**config.mk**
```make
export PLATFORM = sky130hd
export DESIGN_NAME = wam_ctrl
export DESIGN_NICKNAME = d
export VERILOG_FILES = /design/src/wam_pkg.sv /design/src/wam_ctrl.sv
export SDC_FILE = /design/constraint.sdc
export NUM_CORES = 1
export LEC_CHECK = 0
export ABC_AREA = 1
export BUFFER_PORTS_ARGS = -buffer_cell sky130_fd_sc_hd__buf_2
export CORE_AREA = 10 10 47 49
export DETAILED_ROUTE_END_ITERATION = 16
export DIE_AREA = 0 0 57 59
export PLACE_DENSITY = 0.59
export SLEW_MARGIN = 20
export SYNTH_ARGS = -nofsm -noshare
export SYNTH_HDL_FRONTEND = slang
export SYNTH_SLANG_ARGS = --single-unit
```
**constraint.sdc**
```tcl
create_clock -name clock -period 2.57 [get_ports clock]
set_input_delay 0.514 -clock clock [delete_from_list [all_inputs] [get_ports clock]]
set_output_delay 0.514 -clock clock [all_outputs]
set_load 0.03 [all_outputs]
```
**src/wam_pkg.sv**
```systemverilog
// ============================================================================
// wam_pkg - shared definitions for the window average energy meter
// Register codes, field widths and the controller/datapath link types.
// ============================================================================
`default_nettype none

package wam_pkg;

   // Default build parameters
   localparam int SAMPLE_BITS_DEF = 24;
   localparam int MAX_WINDOW_DEF  = 1024;

   // Fixed field widths
   localparam int WL_W        = 11;
   localparam int GAIN_W      = 32;
   localparam int WTIME_W     = 24;
   localparam int LIMIT_W     = 47;
   localparam int DELAY_W     = 32;
   localparam int MS_W        = 32;
   localparam int VALUE_W     = 32;
   localparam int ACC_W       = 64;
   localparam int ELAPSED_W   = 48;
   localparam int CSR_DATA_W  = 47;
   localparam int CSR_INDEX_W = 3;

   // Calibration fraction bits
   localparam int Q_SHIFT = 24;

   // Register window length and gain after reset
   localparam logic [WL_W-1:0] WINDOW_LENGTH_RESET = WL_W'(100);
   localparam logic [GAIN_W-1:0] GAIN_RESET = GAIN_W'(1) << Q_SHIFT;

   // Register indexes
   localparam logic [CSR_INDEX_W-1:0] CSR_WINDOW_LENGTH  = 3'd0;
   localparam logic [CSR_INDEX_W-1:0] CSR_CURRENT_GAIN   = 3'd1;
   localparam logic [CSR_INDEX_W-1:0] CSR_CURRENT_OFFSET = 3'd2;
   localparam logic [CSR_INDEX_W-1:0] CSR_VOLTAGE_GAIN   = 3'd3;
   localparam logic [CSR_INDEX_W-1:0] CSR_VOLTAGE_OFFSET = 3'd4;
   localparam logic [CSR_INDEX_W-1:0] CSR_WINDOW_TIME    = 3'd5;
   localparam logic [CSR_INDEX_W-1:0] CSR_POWER_LIMIT    = 3'd6;
   localparam logic [CSR_INDEX_W-1:0] CSR_POWER_DELAY    = 3'd7;

   // Input command codes
   localparam logic CMD_SAMPLE = 1'b0;
   localparam logic CMD_CLEAR  = 1'b1;

   // Controller to datapath commands
   typedef struct packed {
      logic load;       // add an accepted sample
      logic clear;      // zero time, charge and energy
      logic div_start;  // launch both window dividers
      logic mul;        // average times gain
      logic cal;        // round, offset, saturate
      logic pwr;        // power and charge increment
      logic elo;        // low half of energy product
      logic ehi;        // high half of energy product
      logic esum;       // combine and saturate energy increment
      logic commit;     // update accumulators and load the result
   } cmd_type;

   // Datapath to controller status
   typedef struct packed {
      logic complete;   // this sample closes the window
      logic div_busy;   // dividers still iterating
   } status_type;

endpackage

`default_nettype wire

```
**src/wam_ctrl.sv**
```systemverilog
// ============================================================================
// wam_ctrl - sequencer for the window average energy meter
// Accepts items, steps the datapath through a window close and owns the
// result valid flag.
// ============================================================================
`default_nettype none

module wam_ctrl (
   input  wire logic                clock,
   input  wire logic                reset,
   input  wire logic                req_valid,
   output logic                     req_stall,
   input  wire logic                req_command,
   output logic                     rsp_valid,
   input  wire logic                rsp_stall,
   input  wire wam_pkg::status_type status,
   output wam_pkg::cmd_type         cmd
);

   import wam_pkg::*;

   localparam logic [3:0] ST_IDLE = 4'd0;
   localparam logic [3:0] ST_DIV  = 4'd1;
   localparam logic [3:0] ST_MUL  = 4'd2;
   localparam logic [3:0] ST_CAL  = 4'd3;
   localparam logic [3:0] ST_PWR  = 4'd4;
   localparam logic [3:0] ST_ELO  = 4'd5;
   localparam logic [3:0] ST_EHI  = 4'd6;
   localparam logic [3:0] ST_ESUM = 4'd7;
   localparam logic [3:0] ST_DONE = 4'd8;

   logic [3:0] state_ff, state_in;
   logic       rsp_valid_ff, rsp_valid_in;
   logic       accept;
   logic       out_free;

   // Decode the state into datapath commands
   always_comb begin
      accept   = req_valid && (state_ff == ST_IDLE);
      out_free = !rsp_valid_ff || !rsp_stall;

      cmd           = '0;
      cmd.load      = accept && (req_command == CMD_SAMPLE);
      cmd.clear     = accept && (req_command == CMD_CLEAR);
      cmd.div_start = cmd.load && status.complete;
      state_in      = state_ff;

      unique case (state_ff)
         ST_IDLE: begin
            if (cmd.div_start) state_in = ST_DIV;
         end
         ST_DIV: begin
            if (!status.div_busy) state_in = ST_MUL;
         end
         ST_MUL: begin
            cmd.mul  = 1'b1;
            state_in = ST_CAL;
         end
         ST_CAL: begin
            cmd.cal  = 1'b1;
            state_in = ST_PWR;
         end
         ST_PWR: begin
            cmd.pwr  = 1'b1;
            state_in = ST_ELO;
         end
         ST_ELO: begin
            cmd.elo  = 1'b1;
            state_in = ST_EHI;
         end
         ST_EHI: begin
            cmd.ehi  = 1'b1;
            state_in = ST_ESUM;
         end
         ST_ESUM: begin
            cmd.esum = 1'b1;
            state_in = ST_DONE;
         end
         ST_DONE: begin
            // hold until the result register is free
            if (out_free) begin
               cmd.commit = 1'b1;
               state_in   = ST_IDLE;
            end
         end
         default: state_in = ST_IDLE;
      endcase

      // Set on commit, drop on transfer
      rsp_valid_in = rsp_valid_ff;
      if (cmd.commit) begin
         rsp_valid_in = 1'b1;
      end else if (!rsp_stall) begin
         rsp_valid_in = 1'b0;
      end
   end

   always_ff @(posedge clock) begin
      if (reset) begin
         state_ff     <= ST_IDLE;
         rsp_valid_ff <= 1'b0;
      end else begin
         state_ff     <= state_in;
         rsp_valid_ff <= rsp_valid_in;
      end
   end

   assign req_stall = state_ff != ST_IDLE;
   assign rsp_valid = rsp_valid_ff;

endmodule

`default_nettype wire
```
==> summary by stage <==
Run status
The run finished with clean final reports.

Critical path
The worst setup path is launched from a flop. On the worst path, the slowest cell contributes a delay of 0.33 ns. The worst setup path is captured at a primary output. Traced cell by cell, the critical path runs through nor2_2 > inv_1 > nor2_4 > nand2_1 > nor3_1 > buf_2.

The depth of the most critical reg-to-reg path is 7. The endpoint identified for the worst register-to-register timing path is state_ff[0]$_SDFFE_PP0P_. The required time reported for the critical path endpoint is 2.06 ns. In this run the critical register-to-register path is launched from state_ff[0]$_SDFFE_PP0P_. The worst register-to-register path has a setup slack of 1.53 ns. At the worst endpoint, the arrival time is 1.38 ns. For this design, the slowest cell found on the critical path is sky130_fd_sc_hd__dfxtp_1. Of all nets on the critical path, the largest fanout is 3. The critical path is of the reg -> out type.

Clock network
The root buffer cell is sky130_fd_sc_hd__clkbuf_4. The clock passes through at most 2 buffers. Clock-pin slew was measured on the worst setup and hold paths at 0.05 ns.

The insertion delay of the later-clocked pin in the worst-skew pair is 0.25 ns. The number of buffers inserted during clock tree synthesis is 3. After clock tree synthesis, the setup repair step added 0 buffers. The number of hold buffers added after CTS is 0. The number of sinks driven by the clock tree is 5. Gates resized during post-CTS repair numbered 0. CTS built an H-tree with a depth of 1. The CTS tree is built.

Placement
The number of buffer cells added on primary ports is 18. Once placement finished, the instance area stood at 479 um2. In this run, placement finished with an instance count of 89. The HPWL after detailed placement is 821 um. The congestion estimate from routability-driven global placement came to 0.748.

STA
The slew at the pin closest to its max-slew limit is 0.219 ns. The final hold violation count is 0. The worst hold slack is 0.473 ns. Measured against its own limit, the worst slew margin works out to 85.4%. The maximum achievable frequency is 527 MHz.

Summed over all failing endpoints, the final setup total negative slack is 0 ns. The number of endpoints failing setup at the final stage is 0. The fraction of the cycle the final worst path needs is 73.8%. The number of pins exceeding their max-slew limit in the final report is 0. The shortest period the worst path allows is 1.90 ns.

Setup repair after global routing left no endpoint under its margin. The final setup skew is 0.00721 ns.

Route
After detailed routing, the number of remaining DRC violations is 0. In the routed layout, each cell is associated on average with a via count of 4.22. The number of detailed-route iterations in the first pass is 4. The wire length after detailed routing is 911 um.

The routed length per instance is 9.80 um. The antenna violation net count after detailed routing is 0. The via total after detailed routing is 392.

The starting DRC count in detailed routing is 7.

Synthesis
The post-synthesis instance area is 377 um2. The number of warnings printed during yosys synthesis is 0. The mean area per synthesized cell is 6.73 um2.

After synthesis, the netlist uses 18 different library cells. The synthesized net count is 63. The fraction of the yosys area taken by sequential cells is 26.6%. After synthesis the netlist holds a flip-flop and latch count of 5. In the synthesized netlist, the number of instances is 56.

Worst hold path
The path type of the worst min-delay path is reg -> reg. The cell depth of the worst hold path is 2. The destination of the worst hold path is rsp_valid$_SDFFE_PP0P_.

The startpoint of the most critical hold path is rsp_valid$_SDFFE_PP0P_.

Cells and area
The fraction of final layout cells with drive strength greater than 1 is 48.1%. The finished layout holds 93 standard cells, fillers aside. Summing all multi-input logic gate instances after layout gives 216 um2. The number of antenna diodes in the final layout is 0. The number of nets in the finished design is 85. The area growth from synthesis to final layout is 34.2%.

Fill cells in the final layout number 164. The most common cell after layout, fill and taps aside is sky130_fd_sc_hd__buf_2. The top cell types in the final layout, fill and taps aside, are 18 x sky130_fd_sc_hd__buf_2, 11 x sky130_fd_sc_hd__inv_1, 8 x sky130_fd_sc_hd__nor2_1.

The total area of sequential cells is 100 um2. The summed area of non-filler cells in the final layout is 505 um2.

Power
The power density over cell area is 440 nW/um2. The completed layout was analyzed and its total power is 0.000223 W. The worst-case IR drop observed on VDD is 206 uV. The analysis attributes to cell leakage a power of 0.269 nW.

Global routing
The maximum number of pins on one net before global-route repair is 7. The number of global-route vias before repair is 376. The first global-routing pass estimated 1.55 mm of wire. The number of antenna violations at the first check in global routing is 0.

The total congestion overflow is 0. Global routing used 5.60% of the available tracks.

Run
Across the run, the number of max-cap violations was 0.

Floorplan
For this configuration, the core starts out at a cell density of 26.9%. The die boundary height is 59 um. The region available for standard cell placement spans 1400 um2. The die is 57 um wide. The number of primary I/O pins is 19. After floorplanning, the core was divided into 14 placement rows. The die covers 3360 um2.
==> power by group <==
group,internal [W],switching [W],leakage [nW]
logic,0.0000167,0.0000311,0.214
registers,0.0000794,0.00000225,0.0404
clock network,0.0000588,0.0000342,0.0150
total,0.000155,0.0000676,0.269
==> metal layers <==
layer | global-route usage, % | vias to the layer above | part of all wire, %
met5 | 0 | - | 0
li1 | - | 210 | -
met1 | 6.25 | 164 | 44
met4 | 4.03 | 0 | 2.3
met2 | 8.53 | 16 | 46
met3 | 2.15 | 2 | 7.6
==> how the worst max path moves through the flow <==
stage	startpoint	end	slack, ns	cells after the start
floorplan	state_ff[2]$_SDFFE_PP0P_	cmd[7]	0.68	5
global placement	state_ff[2]$_SDFFE_PP0P_	cmd[7]	0.94	6
detailed placement	state_ff[2]$_SDFFE_PP0P_	cmd[7]	0.93	6
CTS	state_ff[2]$_SDFFE_PP0P_	cmd[7]	0.66	6
global route	state_ff[3]$_SDFFE_PP0P_	cmd[7]	0.51	6
finish	state_ff[2]$_SDFFE_PP0P_	cmd[7]	0.67	6
==> state kept, by name, indices dropped and copies added, names as in the netlist <==
signal,cells
state_ff,4
rsp_valid,1
==> cell type report <==
type                    instances  area share (%)
clock buffers                   4            5.20
inverters                      14            10.4
multi-input cells              36            42.8
flip-flops and latches          5            19.8
well taps                      16            3.96
repair buffers                 18            17.8
==> kinds of logic after synthesis <==
kind of cell / synth area share (%)
AND/OR/NAND/NOR: 46.8
flip-flops: 26.6
buffers and inverters: 15.9
AO/OA/AOI/OAI: 10.6
==> through the flow <==
stage	utilization, %	worst slack, ns
global route	36.1	0.509
detailed placement	34.2	0.932
floorplan	-	0.678
CTS	36.1	0.658
global placement	34.2	0.936
finish	36.1	0.674
==> critical path, delay by kind of cell, from the launching register on <==
family        cells  cell delay, ns
buf+inv           2            0.32
flops             1            0.33
simple gates      4            0.49
==> cells in the mapped netlist (all sizes together) <==
cell type  count  area [um2]
a21oi          3        18.8
buf            1        7.51
nand2          8        40.0
nor2          15        78.8
nand3          3        20.0
nand3b         1        7.51
o31ai          1        21.3
dfxtp          5         100
inv           14        52.6
nor3           5        30.0
Note: power is estimated with default switching activity, not from simulation.
